[config.mk]
export PLATFORM = sky130hd
export DESIGN_NAME = pwm_audio_fifo_device
export DESIGN_NICKNAME = d
export VERILOG_FILES = /design/src/design/paf_pkg.sv /design/src/design/pwm_audio_fifo_device.sv /design/src/design/paf_ctrl.sv /design/src/design/paf_datapath.sv
export VERILOG_INCLUDE_DIRS = /design/src /design/src/design
export SDC_FILE = /design/constraint.sdc
export NUM_CORES = 2
export LEC_CHECK = 0
export ABC_AREA = 0
export ABC_CLOCK_PERIOD_IN_PS = 13300
export BUFFER_PORTS_ARGS = -buffer_cell sky130_fd_sc_hd__buf_2
export CAP_MARGIN = 20
export CORE_ASPECT_RATIO = 1.2
export CORE_MARGIN = 2
export CORE_UTILIZATION = 64
export DETAILED_ROUTE_END_ITERATION = 12
export PLACE_DENSITY = 0.83
export RECOVER_POWER = 100
export SLEW_MARGIN = 10
export SYNTH_ARGS = -nofsm -noshare
export SYNTH_HDL_FRONTEND = slang
export SYNTH_SLANG_ARGS = --single-unit
[constraint.sdc]
create_clock -name i_clk -period 13.3 [get_ports i_clk]
set_input_delay 0.665 -clock i_clk [delete_from_list [all_inputs] [get_ports i_clk]]
set_output_delay 0.665 -clock i_clk [all_outputs]
set_load 0.02 [all_outputs]
[src/design/pwm_audio_fifo_device_defines.svh]
// Assertion macros used by the top-level design file.
`ifndef PWM_AUDIO_FIFO_DEVICE_DEFINES_SVH
`define PWM_AUDIO_FIFO_DEVICE_DEFINES_SVH

// A property that must hold at every clock edge outside reset.
`define PAF_ASSERT(label, prop, msg) \
    label: assert property (@(posedge i_clk) disable iff (!i_rst_n) (prop)) else $error(msg);

// A property checked even while reset is held.
`define PAF_ASSERT_ALWAYS(label, prop, msg) \
    label: assert property (@(posedge i_clk) (prop)) else $error(msg);

`endif

[src/design/paf_pkg.sv]
`timescale 1ns / 1ps
package paf_pkg;
    localparam logic [1:0] OP_READ  = 2'd0;
    localparam logic [1:0] OP_WRITE = 2'd1;
    localparam logic [1:0] OP_TICK  = 2'd2;

    localparam logic [2:0] REG_CTRL  = 3'd0;
    localparam logic [2:0] REG_CYCLE = 3'd1;
    localparam logic [2:0] REG_LEFT  = 3'd2;
    localparam logic [2:0] REG_RIGHT = 3'd3;
    localparam logic [2:0] REG_MONO  = 3'd4;

    localparam logic [1:0] MODE_LOCKED  = 2'd0;
    localparam logic [1:0] MODE_STOPPED = 2'd1;
    localparam logic [1:0] MODE_LOW     = 2'd2;
    localparam logic [1:0] MODE_HIGH    = 2'd3;

    localparam int SCALE_W = 25;
    localparam logic [SCALE_W-1:0] SCALE_NUM = 25'h1000000;

    // Commands from the controller to the datapath.
    typedef struct packed {
        logic       load;      // register the accepted item
        logic       exec;      // perform the item's state update
        logic       div_start; // begin the scale division
        logic       div_step;  // one quotient bit
        logic       div_done;  // store quotient and finish settings
        logic       emit;      // present the result
    } t_cmd;

    typedef struct packed {
        logic       need_div;  // item is a control or cycle write
        logic       has_result;
        logic       div_last;
    } t_status;
endpackage

[src/design/pwm_audio_fifo_device.sv]
`timescale 1ns / 1ps
// Channel        | Direction | Handshake                        | Payload
// item command   | in        | i_start accepted when !o_busy    | operation, offset, data
// result         | out       | o_done strobe, one cycle         | read data, levels, flags
// configuration  | in/out    | APB write, pready always high    | irq_adapt_enable
//
// A read or tick passes through the load, update and output states before its result
// strobe; a write to a sample register, or an ignored operation, passes through load and
// update only. A control or cycle write also runs the bit-serial scale divider (one quotient
// bit per cycle over 25 bits) after divider setup, and ends with a finish step.
// Reset is synchronous and active low and needs no clearing pass.
// The receiver cannot stall: each result is shown for exactly one cycle.
module pwm_audio_fifo_device (
    input  logic        i_clk,
    input  logic        i_rst_n,
    input  logic        i_start,
    output logic        o_busy,
    input  logic [1:0]  i_operation,
    input  logic [2:0]  i_reg_offset,
    input  logic [15:0] i_write_data,
    output logic        o_done,
    output logic [15:0] o_read_data,
    output logic signed [15:0] o_left_level,
    output logic signed [15:0] o_right_level,
    output logic        o_sample_valid,
    output logic        o_irq_pulse,
    output logic        o_dreq_pulse,
    input  logic        psel,
    input  logic        penable,
    input  logic        pwrite,
    input  logic        paddr,
    input  logic [31:0] pwdata,
    output logic [31:0] prdata,
    output logic        pready
);
    import paf_pkg::*;
    `include "pwm_audio_fifo_device_defines.svh"

    t_cmd    cmd;
    t_status status;
    logic    r_adapt_en;

    // The configuration register holds the adaptive reload option; it is
    // sampled only when a control or cycle write completes.
    always_ff @(posedge i_clk) begin
        if (!i_rst_n) begin
            r_adapt_en <= 1'b0;
        end else if (psel && penable && pwrite && !paddr) begin
            r_adapt_en <= pwdata[0];
        end
    end

    assign pready = 1'b1;
    assign prdata = paddr ? 32'd0 : {31'd0, r_adapt_en};

    paf_ctrl u_ctrl (
        .i_clk    (i_clk),
        .i_rst_n  (i_rst_n),
        .i_start  (i_start),
        .i_status (status),
        .o_cmd    (cmd),
        .o_busy   (o_busy)
    );

    logic [15:0] lvl_l, lvl_r;

    paf_datapath u_dp (
        .i_clk          (i_clk),
        .i_rst_n        (i_rst_n),
        .i_cmd          (cmd),
        .o_status       (status),
        .i_operation    (i_operation),
        .i_reg_offset   (i_reg_offset),
        .i_write_data   (i_write_data),
        .i_adapt_en     (r_adapt_en),
        .o_read_data    (o_read_data),
        .o_left_level   (lvl_l),
        .o_right_level  (lvl_r),
        .o_sample_valid (o_sample_valid),
        .o_irq_pulse    (o_irq_pulse),
        .o_dreq_pulse   (o_dreq_pulse),
        .o_strobe       (o_done)
    );

    assign o_left_level  = $signed(lvl_l);
    assign o_right_level = $signed(lvl_r);

    // A result strobe only follows an emit command of the previous cycle.
    `PAF_ASSERT(a_done_after_emit, o_done |-> $past(cmd.emit), "result without emit")
    // A dreq pulse never comes without an irq pulse.
    `PAF_ASSERT(a_dreq_irq, (o_done && o_dreq_pulse) |-> o_irq_pulse, "dreq without irq")
    // A new transaction is only taken while idle.
    `PAF_ASSERT(a_load_idle, cmd.load |-> !o_busy, "load while busy")
endmodule

[src/design/paf_ctrl.sv]
`timescale 1ns / 1ps
module paf_ctrl (
    input  logic              i_clk,
    input  logic              i_rst_n,
    input  logic              i_start,
    input  paf_pkg::t_status  i_status,
    output paf_pkg::t_cmd     o_cmd,
    output logic              o_busy
);
    import paf_pkg::*;

    localparam logic [2:0] S_IDLE = 3'd0;
    localparam logic [2:0] S_EXEC = 3'd1;
    localparam logic [2:0] S_DIV  = 3'd2;
    localparam logic [2:0] S_FIN  = 3'd3;
    localparam logic [2:0] S_OUT  = 3'd4;
    localparam logic [2:0] S_DST  = 3'd5;

    logic [2:0] r_state, n_state;

    always_ff @(posedge i_clk) begin
        if (!i_rst_n) begin
            r_state <= S_IDLE;
        end else begin
            r_state <= n_state;
        end
    end

    always_comb begin
        n_state = r_state;
        o_cmd = '0;
        case (r_state)
            S_IDLE: begin
                if (i_start) begin
                    o_cmd.load = 1'b1;
                    n_state = S_EXEC;
                end
            end
            S_EXEC: begin
                o_cmd.exec = 1'b1;
                if (i_status.need_div) begin
                    n_state = S_DST;
                end else if (i_status.has_result) begin
                    n_state = S_OUT;
                end else begin
                    n_state = S_IDLE;
                end
            end
            // The divider is set up only once the new period is in place.
            S_DST: begin
                o_cmd.div_start = 1'b1;
                n_state = S_DIV;
            end
            S_DIV: begin
                o_cmd.div_step = 1'b1;
                if (i_status.div_last) begin
                    n_state = S_FIN;
                end
            end
            S_FIN: begin
                o_cmd.div_done = 1'b1;
                n_state = S_IDLE;
            end
            S_OUT: begin
                o_cmd.emit = 1'b1;
                n_state = S_IDLE;
            end
            default: n_state = S_IDLE;
        endcase
    end

    assign o_busy = (r_state != S_IDLE);
endmodule

[src/design/paf_datapath.sv]
`timescale 1ns / 1ps
module paf_datapath (
    input  logic              i_clk,
    input  logic              i_rst_n,
    input  paf_pkg::t_cmd     i_cmd,
    output paf_pkg::t_status  o_status,
    input  logic [1:0]        i_operation,
    input  logic [2:0]        i_reg_offset,
    input  logic [15:0]       i_write_data,
    input  logic              i_adapt_en,
    output logic [15:0]       o_read_data,
    output logic [15:0]       o_left_level,
    output logic [15:0]       o_right_level,
    output logic              o_sample_valid,
    output logic              o_irq_pulse,
    output logic              o_dreq_pulse,
    output logic              o_strobe
);
    import paf_pkg::*;

    logic [1:0]  r_op;
    logic [2:0]  r_reg;
    logic [15:0] r_data;

    logic [15:0] r_ctrl;
    logic [11:0] r_period;
    logic [SCALE_W-1:0] r_scale;
    logic [11:0] r_lq [4];
    logic [11:0] r_rq [4];
    logic [1:0]  r_lhead, r_rhead, r_lfill, r_rfill;
    logic [15:0] r_lcur, r_rcur;
    logic [4:0]  r_cnt, r_reload, r_prog;
    logic [1:0]  r_mode;
    logic        r_ctrl_write;

    // Restoring divider: 2^24 / (P + 1), one quotient bit per cycle.
    logic [SCALE_W-1:0] r_quot;
    logic [12:0]        r_rem;
    logic [4:0]         r_bit;
    logic [12:0]        r_divisor;

    logic [15:0] r_rd;
    logic        r_valid, r_irq, r_dreq, r_strobe;

    logic [11:0] per;
    assign per = r_period - 12'd1;

    logic is_write, is_tick, is_read;
    assign is_write = (r_op == OP_WRITE);
    assign is_tick  = (r_op == OP_TICK);
    assign is_read  = (r_op == OP_READ);

    assign o_status.need_div   = is_write && (r_reg == REG_CTRL || r_reg == REG_CYCLE);
    assign o_status.has_result = is_read || is_tick;
    assign o_status.div_last   = (r_bit == 5'd0);

    function automatic logic [15:0] flags(input logic [1:0] f);
        if (f == 2'd3) return 16'h8000;
        if (f == 2'd0) return 16'h4000;
        return 16'h0000;
    endfunction

    // Clamp and scale one sample to a level.
    function automatic logic [15:0] scale(input logic [11:0] v, input logic [11:0] p,
                                          input logic [SCALE_W-1:0] s);
        logic [11:0] c;
        logic [36:0] m;
        c = (v > p) ? p : v;
        m = {25'd0, c} * {12'd0, s};
        return m[23:8] - 16'h8000;
    endfunction

    logic [12:0] trial;
    assign trial = {r_rem[11:0], SCALE_NUM[r_bit]};

    logic [1:0] lnext, rnext;
    assign lnext = r_lhead + 2'd1;
    assign rnext = r_rhead + 2'd1;

    always_ff @(posedge i_clk) begin
        if (i_cmd.load) begin
            r_op   <= i_operation;
            r_reg  <= i_reg_offset;
            r_data <= i_write_data;
        end
        r_strobe <= i_cmd.emit;
        if (i_cmd.exec) begin
            r_rd <= '0;
            r_valid <= 1'b0;
            r_irq <= 1'b0;
            r_dreq <= 1'b0;
        end
        if (!i_rst_n) begin
            r_ctrl <= '0; r_period <= '0; r_scale <= '0;
            r_lhead <= '0; r_rhead <= '0; r_lfill <= '0; r_rfill <= '0;
            r_lcur <= '0; r_rcur <= '0; r_cnt <= '0;
            r_reload <= 5'd1; r_prog <= 5'd1; r_mode <= MODE_LOCKED;
            r_strobe <= 1'b0; r_ctrl_write <= 1'b0;
            r_bit <= '0;
            for (int i = 0; i < 4; i++) begin
                r_lq[i] <= '0;
                r_rq[i] <= '0;
            end
        end else if (i_cmd.exec) begin
            r_ctrl_write <= 1'b0;
            if (is_write) begin
                case (r_reg)
                    REG_CTRL: begin
                        if (r_ctrl[3:0] == 4'd0) begin
                            r_lq[0] <= '0;
                            r_rq[0] <= '0;
                        end
                        r_ctrl <= r_data;
                        r_ctrl_write <= 1'b1;
                    end
                    REG_CYCLE: r_period <= r_data[11:0];
                    REG_LEFT, REG_RIGHT, REG_MONO: begin
                        if (r_reg != REG_LEFT) begin
                            if (r_rfill < 2'd3) begin
                                if (r_rfill == 2'd2 && r_mode >= MODE_STOPPED) begin
                                    if (r_reload < 5'd3 && r_mode == MODE_HIGH)
                                        r_reload <= r_reload + 5'd1;
                                    r_mode <= MODE_HIGH;
                                end
                                r_rfill <= r_rfill + 2'd1;
                                r_rq[r_rhead + r_rfill + 2'd1] <= r_data[11:0] - 12'd1;
                            end else begin
                                r_reload <= r_prog;
                                r_mode <= MODE_LOCKED;
                                r_rhead <= rnext;
                                r_rq[rnext + r_rfill] <= r_data[11:0] - 12'd1;
                            end
                        end
                        if (r_reg != REG_RIGHT) begin
                            if (r_lfill < 2'd3) begin
                                r_lfill <= r_lfill + 2'd1;
                                r_lq[r_lhead + r_lfill + 2'd1] <= r_data[11:0] - 12'd1;
                            end else begin
                                r_lhead <= lnext;
                                r_lq[lnext + r_lfill] <= r_data[11:0] - 12'd1;
                            end
                        end
                    end
                    default: ;
                endcase
            end else if (is_read) begin
                case (r_reg)
                    REG_CTRL:  r_rd <= r_ctrl;
                    REG_CYCLE: r_rd <= {4'd0, r_period};
                    REG_LEFT:  r_rd <= flags(r_lfill);
                    REG_RIGHT, REG_MONO: r_rd <= flags(r_rfill);
                    default:   r_rd <= '0;
                endcase
            end else if (is_tick && per != 12'd0) begin
                r_valid <= 1'b1;
                if (r_lfill != 2'd0) begin
                    r_lhead <= lnext;
                    r_lfill <= r_lfill - 2'd1;
                    r_lcur  <= scale(r_lq[lnext], per, r_scale);
                end
                if (r_rfill != 2'd0) begin
                    r_rhead <= rnext;
                    r_rfill <= r_rfill - 2'd1;
                    r_rcur  <= scale(r_rq[rnext], per, r_scale);
                end
                if (r_cnt <= 5'd1) begin
                    r_cnt <= r_reload;
                    r_irq <= 1'b1;
                    r_dreq <= r_ctrl[7];
                end else begin
                    r_cnt <= r_cnt - 5'd1;
                    if ((r_rfill == 2'd0 || (r_rfill == 2'd1)) && r_mode >= MODE_LOW) begin
                        if (r_rfill == 2'd1 || r_rfill == 2'd0) begin
                            if (r_reload > r_prog) r_reload <= r_reload - 5'd1;
                            r_mode <= MODE_LOW;
                        end
                    end
                end
            end
        end else if (i_cmd.div_start) begin
            r_bit <= 5'd24;
        end else if (i_cmd.div_step) begin
            if (r_bit != 5'd0) r_bit <= r_bit - 5'd1;
        end else if (i_cmd.div_done) begin
            r_scale  <= (r_ctrl[3:0] != 4'd0) ? r_quot : '0;
            r_prog   <= {1'b0, r_ctrl[11:8] - 4'd1} + 5'd1;
            r_reload <= {1'b0, r_ctrl[11:8] - 4'd1} + 5'd1;
            r_mode   <= i_adapt_en ? MODE_STOPPED : MODE_LOCKED;
            if (r_ctrl_write || r_cnt == 5'd0)
                r_cnt <= {1'b0, r_ctrl[11:8] - 4'd1} + 5'd1;
        end
    end

    always_ff @(posedge i_clk) begin
        if (i_cmd.div_start) begin
            r_divisor <= {1'b0, per} + 13'd1;
            r_rem  <= '0;
            r_quot <= '0;
        end else if (i_cmd.div_step) begin
            if (trial >= r_divisor) begin
                r_rem <= trial - r_divisor;
                r_quot[r_bit] <= 1'b1;
            end else begin
                r_rem <= trial;
            end
        end
    end

    assign o_read_data    = r_rd;
    assign o_left_level   = r_lcur;
    assign o_right_level  = r_rcur;
    assign o_sample_valid = r_valid;
    assign o_irq_pulse    = r_irq;
    assign o_dreq_pulse   = r_dreq;
    assign o_strobe       = r_strobe;
endmodule
==> qor.txt <==
Global Route Usage Sum: 0.304
Avg WL per Cell: 18.6 um
Min-Delay Startpoint: i_operation[1]
Leak Pwr: 13.2 nW
Failing checks: capacitance limit, slew limit
Cell Pwr Density: 75.0 nW/um2
R2R cell count: 39
Max H-tree Level: 2
Count of different cell masters after synthesis: 82
M1 GR Usage: 0.347
Worst EP arrival: 12010 ps
Worst Path Required: 13710 ps
GRT overflow: 0
Syn_area_per_cell: 9.13 um2
Least-Margin Pin Slew: 3600 ps
Number of global-route vias before repair: 22300
Reg-to-reg endpoint: u_dp.o_right_level[15]
Post-synth EDFFs: 149
Final #Nets: 3574
Synth Flop Type: dfxtp_1
Die Y-Extent: 233 um
Initial DRC count: 1446
GRT Max-Usage Layer: met2
Max Cap Viol: 5
Max Slew Vio Count: 208
Max VDD drop: 0.131 mV
Hold Path Class: in2reg
Yosys top cell by area: fa_1
Reg2reg setup slack: 1700 ps
Setup TNS: 0 ps
Worst Skew: 26.2 ps
Hold-fix buffers at CTS: 0
Routed via count: 21500
Worst hold endpoint: u_dp.r_op[1]
Layout cells sized above 1: 0.0566
# clock sinks: 306
Area Growth Syn to Fin: 6.36%
Final Hold Viols: 0
Hold Crit Depth: 1
Detailed Place HPWL: 50.7 mm
Status: finished, violations left
Die width: 195 um
Tmin final: 11600 ps
Initial Utilization: 0.644
CTS tree: yes
Routed wire length: 67.9 mm
Critical path class: reg2reg
Setup violators final: 0
Startpoint types: flop
RSZ-0062 raised after global routing: false
Synth Register Bits: 306
Post-synthesis cell area: 28000 um2
CP Capture Type: flop
Top cell type's share of synthesized area: 0.226
Crit path largest cell delay: 1280 ps
Drt via density: 5.88
CTS buffer count: 34
Ys async rst share: 0
Reg-to-Reg Start: u_dp.r_period[0]
Longest Clk Path Bufs: 3
CORE AREA: 43500 um2
Cell Rows: 84
Global-route wire length before repair: 110 mm
Period utilisation layout: 0.872
Initial antenna violation count: 0
CP max FO: 19
Largest regs: u_dp.r_lq: 48 flops, u_dp.r_rq: 48 flops
Setup Buffers After CTS: 0
Post-route ant nets: 0
Max Fclk: 0.0862 GHz
I/O pins: 146
Worst path slowest cell: mux2i_1
Top post-synthesis cells by area: fa_1 23%, edfxtp_1 16%, dfxtp_1 11%, nand2_1 6.7%, inv_1 6.4%
Met2 Track Usage GR: 0.551
Total power: 0.00224 W
Die ar.: 45500 um2
Clk_lat worst skew: 550 ps
Clock transition at path regs: 70 ps
CTS resizes: 0
Synth warn: 0
Drt first pass iters: 6
Gpl congestion: 0.880
Cell count after synthesis: 3070
Register area share after synthesis: 0.272
CTS Root Cell: clkbuf_16
Worst rel slew slack: -1.40
Ant diodes: 0
Residual DRC: 0
Grt met3 use: 0.0416
Largest net degree at the start of global routing: 94
Count of input and output buffers: 82
worst max path at each step:
stage                           startpoint                      to  slack [ps]  cells after the start
after floorplan            u_dp.r_rhead[1]  u_dp.o_right_level[15]        3990                     39
after global placement    u_dp.r_period[0]  u_dp.o_right_level[15]        2750                     35
after detailed placement  u_dp.r_period[0]  u_dp.o_right_level[15]        2470                     36
after CTS                 u_dp.r_period[0]  u_dp.o_right_level[15]        2460                     36
after global routing      u_dp.r_period[0]  u_dp.o_right_level[15]        1040                     39
final                     u_dp.r_period[0]  u_dp.o_right_level[15]        1700                     39
cells by family (layout without fill, tap and decap cells):
logic type      after synthesis  after routing  synth area share
compound gates              382            382            0.0899
other cells                   2             32          0.000268
xor+xnor                    114            114            0.0396
fa+ha+maj                   449            449             0.285
buf+inv                     684            675            0.0970
mux                          73             73            0.0371
simple gates               1060           1060             0.179
flops                       306            306             0.272
critical path, delay by kind of cell, from the launching register on:
family          cells  cell delay [ps]
fa+ha+maj           8             3510
xor+xnor            2              330
mux                 1             1280
compound gates     16             3620
simple gates        6              940
buf+inv             6             1110
flops               1              650
stage by stage:
stage	hold WS, ps	utilization	std cells	worst slack [ps]	cell area [um2]
floorplan	429	-	3100	3990	28200
global placement	445	0.659	3578	2750	28700
detailed placement	448	0.660	3581	2470	28700
CTS	280	0.687	3643	2460	29900
global route	285	0.686	3650	1040	29800
finish	289	0.686	3650	1700	29800
report_power, final:
group	switching [W]	internal (W)
registers	0.0000199	0.00102
logic	0.000136	0.0000528
clock network	0.000410	0.000602
cells in the final DEF, fill, tap and decap left out, drive strengths merged, types with 8 or more instances in the layout:
master / count
edfxtp: 149
mux4: 24
a31oi: 13
buf: 63
nor2: 148
clkinv: 12
conb: 32
inv: 485
and2: 120
nor3b: 8
a22oi: 27
nand3: 38
fa: 317
dfxtp: 157
ha: 132
o31ai: 10
xnor2: 73
nor3: 39
and3: 19
a21boi: 30
nand4: 10
nand2: 499
nor2b: 99
xor2: 33
a21o: 19
nor4: 12
or3: 8
mux2i: 45
o21ai: 113
nand2b: 28
clkbuf: 109
a21oi: 72
o21a: 14
o211ai: 26
o211a: 14
metal layers:
metal  routed length [um]  share of wire
met3                 3790          0.056
met1                25100           0.37
met4                 3880          0.057
met2                35000           0.52
met5                    0              0
cell usage after synthesis, types with 73 or more instances:
| master | count |
|---|---|
| ha_1 | 132 |
| edfxtp_1 | 149 |
| inv_1 | 480 |
| and2_1 | 120 |
| clkbuf_1 | 155 |
| xnor2_1 | 73 |
| fa_1 | 317 |
| dfxtp_1 | 157 |
| o21ai_0 | 105 |
| nor2b_1 | 99 |
| nand2_1 | 498 |
| nor2_1 | 148 |
area by class of cell:
| cell class | count | area (um2) |
|---|---|---|
| tap | 559 | 699 |
| fill | 3281 | 13700 |
| multi-input combinational | 2110 | 17800 |
| clock inverter | 22 | 267 |
| inverter | 481 | 1810 |
| timing repair buffer | 132 | 683 |
| clock buffer | 40 | 925 |
| sequential | 306 | 7620 |
Power figures use the tool's default switching activity.
